## src/hdl/id_slot_table_defines.svh

```systemverilog
// Assertion macros used by the slot table datapath.
// Each macro samples on the rising edge of clock and is disabled during reset.
`ifndef ID_SLOT_TABLE_DEFINES_SVH
`define ID_SLOT_TABLE_DEFINES_SVH

// Same-cycle implication.
`define IST_ASSERT_IMP(lbl, ante, cons) \
   lbl: assert property (@(posedge clock) disable iff (reset) (ante) |-> (cons)) \
      else $error("id_slot_table: same-cycle check failed");

// Next-cycle implication.
`define IST_ASSERT_NXT(lbl, ante, cons) \
   lbl: assert property (@(posedge clock) disable iff (reset) (ante) |=> (cons)) \
      else $error("id_slot_table: next-cycle check failed");

`endif

```

## src/hdl/ist_pkg.sv

```systemverilog
package ist_pkg;

   localparam int SLOTS   = 64;
   localparam int ID_BITS = 31;
   localparam int IDX_W   = 6;   // slot_index width
   localparam int CNT_W   = 7;   // occupancy and slots_in_use width
   localparam int STAT_W  = 2;
   localparam int REQ_W   = 32;  // key padded to whole bytes
   localparam int RSP_W   = IDX_W + STAT_W + 1 + CNT_W;

   localparam logic [CNT_W-1:0] CAP_RESET = CNT_W'(SLOTS);

   // Operation codes
   localparam logic FUNC_INSERT = 1'b0;
   localparam logic FUNC_REMOVE = 1'b1;

   // Result status codes
   localparam logic [STAT_W-1:0] ST_OK      = 2'd0;
   localparam logic [STAT_W-1:0] ST_ZERO    = 2'd1;
   localparam logic [STAT_W-1:0] ST_FULL    = 2'd2;
   localparam logic [STAT_W-1:0] ST_MISSING = 2'd3;

   typedef enum logic [3:0] {
      S_IDLE  = 4'b0001,
      S_CHECK = 4'b0010,
      S_SCAN  = 4'b0100,
      S_POST  = 4'b1000
   } state_type;

   typedef struct packed {
      logic load;          // latch the request
      logic start;         // rewind the scan
      logic scan;          // advance the scan pipeline
      logic finish_early;  // latch a result that needs no scan
      logic finish_scan;   // commit the scan outcome
      logic emit;          // move the result into the output register
   } cmd_type;

   typedef struct packed {
      logic early;         // request decided without a scan
      logic found;         // compared slot matches
      logic exhausted;     // last slot compared without a match
      logic out_free;      // output register can take a result
   } stat_type;

endpackage

```

## src/hdl/ist_ctrl.sv

```systemverilog
module ist_ctrl (
   input  logic              clock,
   input  logic              reset,
   input  logic              req_tvalid,
   output logic              req_tready,
   input  ist_pkg::stat_type st,
   output ist_pkg::cmd_type  cmd
);
   import ist_pkg::*;

   state_type state_ff, state_in;

   always_ff @(posedge clock) begin
      if (reset) begin
         state_ff <= S_IDLE;
      end else begin
         state_ff <= state_in;
      end
   end

   always_comb begin
      state_in   = state_ff;
      cmd        = '0;
      req_tready = 1'b0;
      case (state_ff)
         S_IDLE: begin
            req_tready = 1'b1;
            if (req_tvalid) begin
               cmd.load = 1'b1;
               state_in = S_CHECK;
            end
         end
         S_CHECK: begin
            cmd.start = 1'b1;
            if (st.early) begin
               cmd.finish_early = 1'b1;
               state_in         = S_POST;
            end else begin
               state_in = S_SCAN;
            end
         end
         S_SCAN: begin
            cmd.scan = 1'b1;
            if (st.found || st.exhausted) begin
               cmd.finish_scan = 1'b1;
               state_in        = S_POST;
            end
         end
         S_POST: begin
            // hold the result until the output register frees up
            if (st.out_free) begin
               cmd.emit = 1'b1;
               state_in = S_IDLE;
            end
         end
         default: begin
            state_in = S_IDLE;
         end
      endcase
   end

endmodule

```

## src/hdl/ist_datapath.sv

```systemverilog
`include "id_slot_table_defines.svh"

module ist_datapath (
   input  logic                               clock,
   input  logic                               reset,
   input  ist_pkg::cmd_type                   cmd,
   output ist_pkg::stat_type                  st,
   input  logic [ist_pkg::REQ_W-1:0]          req_tdata,
   input  logic                               req_tuser,
   input  logic                               csr_valid,
   output logic                               csr_ready,
   input  logic [ist_pkg::CNT_W-1:0]          csr_data,
   output logic                               rsp_tvalid,
   input  logic                               rsp_tready,
   output logic [ist_pkg::RSP_W-1:0]          rsp_tdata
);
   import ist_pkg::*;

   logic [ID_BITS-1:0] mem [SLOTS];
   logic [SLOTS-1:0]   vld_ff;

   logic [CNT_W-1:0]   csr_ff;
   logic [CNT_W-1:0]   count_ff, count_in;
   logic               func_ff;
   logic [ID_BITS-1:0] key_ff;

   logic [IDX_W-1:0]   addr_ff;
   logic               issue_ff;
   logic [ID_BITS-1:0] rd_data_ff;
   logic               rd_vld_ff;
   logic [IDX_W-1:0]   rd_idx_ff;
   logic               rd_live_ff;

   logic [IDX_W-1:0]   res_slot_ff;
   logic [STAT_W-1:0]  res_status_ff;
   logic               rsp_valid_ff;
   logic [RSP_W-1:0]   rsp_data_ff;

   logic [CNT_W-1:0]   cap;
   logic [CNT_W-1:0]   last_idx;
   logic [ID_BITS-1:0] entry;
   logic               match;
   logic               early;
   logic [STAT_W-1:0]  early_code;
   logic               mem_we;

   assign csr_ready = 1'b1;

   assign cap      = (csr_ff > CAP_RESET) ? CAP_RESET : csr_ff;
   assign last_idx = cap - CNT_W'(1);

   // an entry whose valid bit is clear reads as empty
   assign entry = rd_vld_ff ? rd_data_ff : '0;
   assign match = (func_ff == FUNC_REMOVE) ? (entry == key_ff) : (entry == '0);

   always_comb begin
      early      = 1'b1;
      early_code = ST_OK;
      if (key_ff == '0) begin
         early_code = ST_ZERO;
      end else if (func_ff == FUNC_INSERT && count_ff >= cap) begin
         early_code = ST_FULL;
      end else if (func_ff == FUNC_REMOVE && cap == '0) begin
         early_code = ST_MISSING;
      end else begin
         early = 1'b0;
      end
   end

   assign st.early     = early;
   assign st.found     = rd_live_ff && match;
   assign st.exhausted = rd_live_ff && !match && ({1'b0, rd_idx_ff} == last_idx);
   assign st.out_free  = !rsp_valid_ff || rsp_tready;

   assign mem_we = cmd.finish_scan && st.found && (func_ff == FUNC_INSERT);

   always_comb begin
      count_in = count_ff;
      if (cmd.finish_scan && st.found) begin
         if (func_ff == FUNC_INSERT) begin
            count_in = count_ff + CNT_W'(1);
         end else if (count_ff != '0) begin
            count_in = count_ff - CNT_W'(1);
         end
      end
   end

   // control state
   always_ff @(posedge clock) begin
      if (reset) begin
         csr_ff       <= CAP_RESET;
         count_ff     <= '0;
         vld_ff       <= '0;
         issue_ff     <= 1'b0;
         rd_live_ff   <= 1'b0;
         rsp_valid_ff <= 1'b0;
      end else begin
         if (csr_valid && csr_ready) begin
            csr_ff <= csr_data;
         end
         count_ff <= count_in;
         if (cmd.finish_scan && st.found) begin
            vld_ff[rd_idx_ff] <= (func_ff == FUNC_INSERT);
         end
         if (cmd.start) begin
            issue_ff   <= 1'b1;
            rd_live_ff <= 1'b0;
         end else if (cmd.scan) begin
            rd_live_ff <= issue_ff;
            if (issue_ff && ({1'b0, addr_ff} == last_idx)) begin
               issue_ff <= 1'b0;
            end
         end
         if (cmd.emit) begin
            rsp_valid_ff <= 1'b1;
         end else if (rsp_tready) begin
            rsp_valid_ff <= 1'b0;
         end
      end
   end

   // payload
   always_ff @(posedge clock) begin
      if (cmd.load) begin
         func_ff <= req_tuser;
         key_ff  <= req_tdata[ID_BITS-1:0];
      end
      if (cmd.start) begin
         addr_ff <= '0;
      end else if (cmd.scan && issue_ff) begin
         addr_ff   <= addr_ff + IDX_W'(1);
         rd_idx_ff <= addr_ff;
         rd_vld_ff <= vld_ff[addr_ff];
      end
      if (cmd.finish_early) begin
         res_slot_ff   <= '0;
         res_status_ff <= early_code;
      end else if (cmd.finish_scan) begin
         res_slot_ff   <= st.found ? rd_idx_ff : '0;
         res_status_ff <= st.found ? ST_OK :
                          ((func_ff == FUNC_INSERT) ? ST_FULL : ST_MISSING);
      end
      if (cmd.emit) begin
         rsp_data_ff <= {count_ff, (count_ff >= cap), res_status_ff, res_slot_ff};
      end
   end

   // table memory, registered read
   always_ff @(posedge clock) begin
      if (mem_we) begin
         mem[rd_idx_ff] <= key_ff;
      end
      rd_data_ff <= mem[addr_ff];
   end

   assign rsp_tvalid = rsp_valid_ff;
   assign rsp_tdata  = rsp_data_ff;

   `IST_ASSERT_IMP(a_found_excl, st.found, !st.exhausted)
   `IST_ASSERT_IMP(a_count_bound, 1'b1, count_ff <= CNT_W'(SLOTS))
   `IST_ASSERT_IMP(a_scan_in_range, cmd.scan && rd_live_ff, CNT_W'(rd_idx_ff) < cap)
   `IST_ASSERT_NXT(a_insert_counts, mem_we, count_ff == $past(count_ff) + CNT_W'(1))

endmodule

```

## src/hdl/id_slot_table.sv

```systemverilog
// Timing: a request decided without a scan (zero key, table full, no capacity)
//   goes from S_CHECK straight to S_POST; others scan up to slots_in_use slots.
// Throughput: one request at a time; the slot scan reads one table entry per
//   cycle from the table memory until a match or the last slot in use.
// Reset: synchronous, active high; empties the table (valid bits clear at once),
//   zeroes the occupancy and sets slots_in_use to 64. No clearing pass follows.
module id_slot_table (
   input  logic                      clock,
   input  logic                      reset,
   input  logic                      req_tvalid,
   output logic                      req_tready,
   input  logic [ist_pkg::REQ_W-1:0] req_tdata,   // [30:0] key, [31] zero pad
   input  logic                      req_tuser,   // [0] func
   input  logic                      csr_valid,
   output logic                      csr_ready,
   input  logic [ist_pkg::CNT_W-1:0] csr_data,    // slots_in_use
   output logic                      rsp_tvalid,
   input  logic                      rsp_tready,
   output logic [ist_pkg::RSP_W-1:0] rsp_tdata    // [5:0] slot_index, [7:6] status,
                                                  // [8] table_full, [15:9] occupancy
);
   import ist_pkg::*;

   cmd_type  cmd;
   stat_type st;

   ist_ctrl u_ctrl (
      .clock      (clock),
      .reset      (reset),
      .req_tvalid (req_tvalid),
      .req_tready (req_tready),
      .st         (st),
      .cmd        (cmd)
   );

   ist_datapath u_datapath (
      .clock      (clock),
      .reset      (reset),
      .cmd        (cmd),
      .st         (st),
      .req_tdata  (req_tdata),
      .req_tuser  (req_tuser),
      .csr_valid  (csr_valid),
      .csr_ready  (csr_ready),
      .csr_data   (csr_data),
      .rsp_tvalid (rsp_tvalid),
      .rsp_tready (rsp_tready),
      .rsp_tdata  (rsp_tdata)
   );

endmodule
```

## config.mk

```make
export PLATFORM = sky130hd
export DESIGN_NAME = id_slot_table
export DESIGN_NICKNAME = d
export VERILOG_FILES = /design/src/hdl/ist_pkg.sv /design/src/hdl/ist_ctrl.sv /design/src/hdl/ist_datapath.sv /design/src/hdl/id_slot_table.sv
export VERILOG_INCLUDE_DIRS = /design/src /design/src/hdl
export SDC_FILE = /design/constraint.sdc
export NUM_CORES = 2
export LEC_CHECK = 0
export BUFFER_PORTS_ARGS = -buffer_cell sky130_fd_sc_hd__buf_2
export CAP_MARGIN = 25
export CORE_ASPECT_RATIO = 2
export CORE_UTILIZATION = 30
export DETAILED_ROUTE_END_ITERATION = 8
export SLEW_MARGIN = 10
export SYNTH_ARGS = -nofsm -noshare
export SYNTH_HDL_FRONTEND = slang
export SYNTH_SLANG_ARGS = --single-unit
```

## constraint.sdc

```tcl
create_clock -name clock -period 7.25 [get_ports clock]
set_clock_uncertainty 0.05 [all_clocks]
set_input_delay 1.0875 -clock clock [delete_from_list [all_inputs] [get_ports clock]]
set_output_delay 1.0875 -clock clock [all_outputs]
set_load 0.05 [all_outputs]
```

# [Word level (Yosys, flattened, before mapping)]
# Memory sizes are Yosys's and may differ from the RTL's. A register that Yosys moved wholly into a read port is not among the register bits.
# Index checks and enable logic that the tools add are counted.
# W data, S select, Z words.
[classes] addsub=4 n_lt_le_gt_ge=5 n_eq_ne=11 muxes=44 bitwise=2 reduce_logical=27
[op_table] cell="$bwmux W64" count=1
[op_table] cell="$logic_not A31 Y1" count=2
[op_table] cell="$eq A31 B31 Y1" count=1
[op_table] cell="$mux W31" count=1
[op_table] cell="$mux W1" count=25
[op_table] cell="$mux W7" count=3
[op_table] cell="$mux W4" count=4
[op_table] cell="$pmux W4 S4" count=1
[op_table] cell="$eq A6 B7 Y1" count=2
[op_table] cell="$lt A6 B7 Y1 const B" count=2
[op_table] cell="$sub A7 B1 Y7 const B" count=2
[op_table] cell="$mux W2" count=6
[op_table] cell="$logic_and A1 B1 Y1" count=10
[op_table] cell="$reduce_bool A2 Y1" count=4
[op_table] cell="$add A7 B1 Y7 const B" count=1
[op_table] cell="$ge A7 B7 Y1" count=1
[op_table] cell="$gt A7 B7 Y1 const B" count=1
[op_table] cell="$logic_not A7 Y1" count=1
[op_table] cell="$reduce_bool A7 Y1" count=1
[op_table] cell="$add A6 B1 Y6 const B" count=1
[op_table] cell="$bmux W1 S6" count=1
[op_table] cell="$demux W1 S6" count=1
[op_table] cell="$ge A6 B1 Y1 const B" count=1
[op_table] cell="$mux W6" count=1
[op_table] cell="other kinds (12)" count=19
[word_totals] register_bits=154 ram_bits=1984 wordCells=109 n_memories=1
[memory_table] memory="u_datapath.mem" words=64 word_bits=31 rd=1 rd_clocked_by_memory_dff=1 wr=1 line_no="ist_datapath.sv:19" source="logic [ID_BITS-1:0] mem [SLOTS];"

# [Depth between registers and ports, before layout]
[logic_depth] word_depth=13 ltp_mapped=12 depth_no_buf=11

# [Hierarchy]
# A second synthesis with hierarchy kept.
[unflattened] hier_cells=3697 area_unflattened_um2=83689.0
[modules_own_cells] module="ist_datapath" instances=1 cells_per_inst=3663 area_per_inst_um2=83418.8 seq_area_each_um2=63771.2
[modules_own_cells] module="ist_ctrl" instances=1 cells_per_inst=34 area_per_inst_um2=270.3 seq_area_each_um2=80.1

# [Least setup slack after synthesis]
# No wires, ideal clock.
[synth_timing] kind="register to register" start="register u_datapath.key_ff[6]" end="memory u_datapath.mem[31][0], enable pin" arrival_time_ps=4177 required_ps=6781 setup_slack_ps=2604 stages_incl_launch_ff=10 path_buffers=2 synth_period_minus_slack_ps=4646 path_cell_list="edfxtp_1 > xor2_1 > a2bb2oi_1 > a2111oi_4 > nand4_4 > o22ai_2 > buf_4 > buf_6 > nand4_1 > nor2_1"
[synth_between] elab_chain_cells=12 elab_cells_between_ends=13
[synth_rtl] item="from (decl)" line_no="ist_datapath.sv:25" source="logic [ID_BITS-1:0] key_ff;"
[synth_rtl] item="from (signal assigned)" line_no="ist_datapath.sv:126" source="key_ff <= req_tdata[ID_BITS-1:0];"
[synth_rtl] item="$eq A31 B31 Y1 *" line_no="ist_datapath.sv:54" source="assign match = (func_ff == FUNC_REMOVE) ? (entry == key_ff) : (entry == '0);"
[synth_rtl] item="$mux W1 *" line_no="ist_datapath.sv:54"
[synth_rtl] item="$logic_not A1 Y1" line_no="ist_datapath.sv:72" source="assign st.exhausted = rd_live_ff && !match && ({1'b0, rd_idx_ff} == last_idx);"
[synth_rtl] item="$logic_and A1 B1 Y1 (2 in a row)" line_no="ist_datapath.sv:72"
[synth_rtl] item="$logic_or A1 B1 Y1" line_no="ist_ctrl.sv:44" source="if (st.found || st.exhausted) begin"
[synth_rtl] item="$mux W1" line_no="ist_ctrl.sv:44"
[synth_rtl] item="$mux W1" line_no="ist_ctrl.sv:25" source="case (state_ff)"
[synth_rtl] item="$logic_and A1 B1 Y1 * (2 in a row)" line_no="ist_datapath.sv:75" source="assign mem_we = cmd.finish_scan && st.found && (func_ff == FUNC_INSERT);"
[synth_rtl] item="$mux W1 *" line_no="ist_datapath.sv:150" source="if (mem_we) begin"
[synth_rtl] item="$mux W1 (implied by the code) *" line_no="ist_datapath.sv:151" source="mem[rd_idx_ff] <= key_ff;"
[synth_rtl] item="to (decl)" line_no="ist_datapath.sv:19"
# Mark *: on every way between the ends. The rest lies on a longest branch, timed or not.

# [Worst setup path after layout]
[layout_timing] start="register u_datapath.rd_vld_ff" end="memory u_datapath.mem[8][30], enable pin"
[layout_between] elab_chain_cells=13 elab_cells_between_ends=15
[layout_rtl] item="from (decl)" line_no="ist_datapath.sv:30" source="logic rd_vld_ff;"
[layout_rtl] item="from (signal assigned)" line_no="ist_datapath.sv:133" source="rd_vld_ff <= vld_ff[addr_ff];"
[layout_rtl] item="$mux W31 *" line_no="ist_datapath.sv:53" source="assign entry = rd_vld_ff ? rd_data_ff : '0;"
[layout_rtl] item="$eq A31 B31 Y1 / $logic_not A31 Y1 (equally long branches)" line_no="ist_datapath.sv:54"
[layout_rtl] item="$mux W1 *" line_no="ist_datapath.sv:54"
[layout_rtl] item="$logic_not A1 Y1" line_no="ist_datapath.sv:72"
[layout_rtl] item="$logic_and A1 B1 Y1 (2 in a row)" line_no="ist_datapath.sv:72"
[layout_rtl] item="$logic_or A1 B1 Y1" line_no="ist_ctrl.sv:44"
[layout_rtl] item="$mux W1" line_no="ist_ctrl.sv:44"
[layout_rtl] item="$mux W1" line_no="ist_ctrl.sv:25"
[layout_rtl] item="$logic_and A1 B1 Y1 * (2 in a row)" line_no="ist_datapath.sv:75"
[layout_rtl] item="$mux W1 *" line_no="ist_datapath.sv:150"
[layout_rtl] item="$mux W1 (implied by the code) *" line_no="ist_datapath.sv:151"
# Marked as above.

==> impl_metrics.yaml <==
clock_tree:
  postCtsSetupBuffers: 0
  cts_made_buffers: 188
  cts_tree: "yes"
  htreeDepth: 4
  clk_path_buf_depth: 4
  cts_resized: 0
  hold_buffers: 0
  cts_num_sinks: 2169
  clk_pin_slew_worst_paths_ns: 0.07
  clk-insertion-delay-late_ns: 0.84
  cts-root-buf: "clkbuf_16"
synthesis:
  synth_edf_count: 2041
  ys_async_sr_fraction_pct: 0
  yosysUniqueCellTypes: 72
  synth.most_common_cell: "edfxtp_1"
  ys.flop_type: "edfxtp_1"
  synth_fp_nets: 3734
  synth_area_leader_cell: "edfxtp_1"
  synthTopCellsByCount: "edfxtp_1, mux4_2, clkbuf_1, dfxtp_1, nor2_1"
  netlist_area_sq_um: 83840
  yosysWarnings: 0
  syn_area_per_cell_sq_um: 22.82
  ys_seq_area_share_pct: 76.16
  synth_seq_cells: 2169
  synth_top_cell_area_share_pct: 73.11
  synth_area_leaders: "edfxtp_1, mux4_2, dfxtp_1"
  synth_cells: 3674
floorplanning:
  rows: 274
  dieHeight_um: 749.6
  die-area_sq_um: 281700
  ioPinCount: 64
  coreArea_sq_um: 278000
  start_util_pct: 30.15
  die_width_um: 375.8
timing:
  finalHoldViolations: 0
  worst_pin_slew_ns: 1.090
  slew-limit-headroom_pct: 27.16
  rsz0062_at_grt: "no"
  setup_viol: 0
  setup-tns-final_ns: 0
  finalMaxSlewViolations: 0
  fmax_mhz: 182.4
  fin_crit_sh_pct: 75.62
  fin_crit_ns: 5.483
global_routing:
  grt_pass1_vias: 40780
  gr-total-overflow: 0
  grt_max_degree: 146
  grt_pass1_wl_um: 289800
  grtUsageTotal_pct: 14.14
  antenna_found_initial: 15
power:
  pwr_density_cell_nw_per_um2: 267.5
  irDropWorstVdd_uv: 184.6
  p_leak_nw: 27.73
worst_setup_path:
  crit_type: "flip-flop to flip-flop"
  r2r_slack_ns: 1.77
  r2r_start: "u_datapath.rd_vld_ff$_DFFE_PP_"
  crit_chain: "nor4bb_1, nand2_1, a32oi_1, nand4_4, o22ai_4, nand3_1, nor2_4, buf_4"
  path_max_fanout: 31
  crit_required_ns: 7.65
  crit_buf_inv: 1
  critPathCaptureType: "flip-flop"
  crit_start: "u_datapath.rd_vld_ff$_DFFE_PP_"
  max_stage_delay_ns: 1.05
  crit_family: "simple AND/OR/NAND/NOR gates"
  start_kind: "flip-flop"
  r2r-end: "u_datapath.mem[8][30]$_DFFE_PP_"
  arrival_ns: 5.88
  slowest_stage: "edfxtp_1"
  reg2reg_depth: 8
routing:
  vias: 38030
  avgViaCountPerCell: 4.918
  firstDrtPassIters: 7
  post_drt_wl_per_cell_um: 25.92
  ant_nets: 0
  drc: 0
  wl_um: 200500
  drt-initial-drc-count: 2992
worst_hold_path:
  holdPathStages: 1
  min_delay_worst_endpoint: "u_datapath.key_ff[15]$_DFFE_PP_"
  hp-start: "req_tdata[15]"
  hp-class: "input pin to flip-flop"
final_layout:
  n_fill_cell: 25550
  area_delta_synth_final_pct: 13.97
  finalCoreUtilization_pct: 34.37
  fin_nets: 3912
  layout-drive-gt1-share_pct: 30.61
placed_design:
  hpwlAfterDp_um: 125200
  numPortBuffers: 61
  place_congestion: 0.8396
run_status:
  status: "completed"
job:
  drv_cap: 0
[metrics by stage]
step / instances / instance area (sq um) / setup slack (ns) / power (mW) / hold slack [ns]
3_5_place_dp: 7384 / 89620 / 1.949 / 15.99 / 0.3643
5_1_grt: 7730 / 95540 / 1.637 / 26.25 / 0.3464
2_1_floorplan: 3674 / 83840 / 2.604 / 15.38 / 0.3503
3_3_place_gp: 7381 / 89580 / 2.043 / 15.89 / 0.3629
4_1_cts: 7714 / 95470 / 1.896 / 25.81 / 0.3149
6_report: 7732 / 95550 / 1.767 / 25.56 / 0.3731
[sequential cells by signal, summed over array words and instances (netlist names), 2 cells and up]
signal and flops:
u_ctrl.state_ff 4, u_datapath.rd_data_ff 31, u_datapath.rd_idx_ff 6, u_datapath.res_status_ff 2, u_datapath.csr_ff 7, u_datapath.vld_ff 64
u_datapath.res_slot_ff 6, u_datapath.addr_ff 6, u_datapath.count_ff 7, u_datapath.mem 1984, u_datapath.rsp_tdata 16, u_datapath.key_ff 31
[cells by family after synthesis]
group           count (synthesis)  synth area share, %
other cells                     1             0.004473
fa+ha+maj                      15               0.2328
buf+inv                       233                1.186
mux                           694                18.32
flops                        2169                76.16
compound gates                170                1.512
simple gates                  356                2.209
xor+xnor                       36               0.3761
[routing by layer]
layer / share of wire [%] / up-vias / global-route usage (%) / wire length [um]
li1: - / 16120 / - / -
met1: 35 / 20630 / 15.04 / 69400
met2: 58 / 957 / 28.22 / 116700
met3: 3.7 / 317 / 1.402 / 7469
met4: 3.4 / 2 / 5.058 / 6842
met5: 0.0045 / - / 0 / 9
[worst max-delay path by stage]
stage / endpoint / slack, ns / cells after the start
after floorplan: u_datapath.mem[31][0]$_DFFE_PP_ / 2.60 / 9
after global placement: u_datapath.mem[1][11]$_DFFE_PP_ / 2.04 / 10
after detailed placement: u_datapath.mem[1][18]$_DFFE_PP_ / 1.95 / 10
after CTS: u_datapath.mem[9][20]$_DFFE_PP_ / 1.90 / 10
after global routing: u_datapath.mem[8][30]$_DFFE_PP_ / 1.64 / 10
final: u_datapath.mem[8][30]$_DFFE_PP_ / 1.77 / 8
[placed cells by master, fill, tap and decap left out, types with 15 or more instances in the layout]
cell	n
buf_2	61
edfxtp_1	2041
clkinv_1	33
nand4_1	33
a41oi_1	17
a31oi_1	15
clkinv_2	29
nand2_1	68
xor2_1	17
a21oi_1	27
buf_4	127
nor3_1	29
o21ai_0	24
nor4_1	30
clkbuf_1	40
dfxtp_1	122
nand3_1	16
nor2_1	48
xnor2_1	19
a311oi_1	32
mux2i_1	21
nor2_4	64
clkbuf_16	189
mux4_2	672
[cell type report]
| type | count | area, sq um | share of cell area (%) |
|---|---|---|---|
| Sequential cell | 2169 | 63870 | 66.85 |
| Tap cell | 3726 | 4662 | 4.879 |
| Clock buffer | 234 | 4940 | 5.170 |
| Multi-Input combinational cell | 1272 | 19490 | 20.40 |
| Timing Repair Buffer | 205 | 1577 | 1.650 |
| Clock inverter | 96 | 912.1 | 0.9546 |
| Inverter | 16 | 60.06 | 0.06286 |
| Antenna cell | 14 | 35.03 | 0.03667 |
[power breakdown]
| part | leakage [nW] | internal [mW] | total, mW | switching (mW) |
|---|---|---|---|---|
| clock network | 2.85 | 5.35 | 9.87 | 4.52 |
| logic | 5.50 | 0.230 | 1.26 | 1.03 |
| registers | 19.4 | 14.4 | 14.4 | 0.0542 |
No activity file was read; power rests on OpenSTA's default activity.
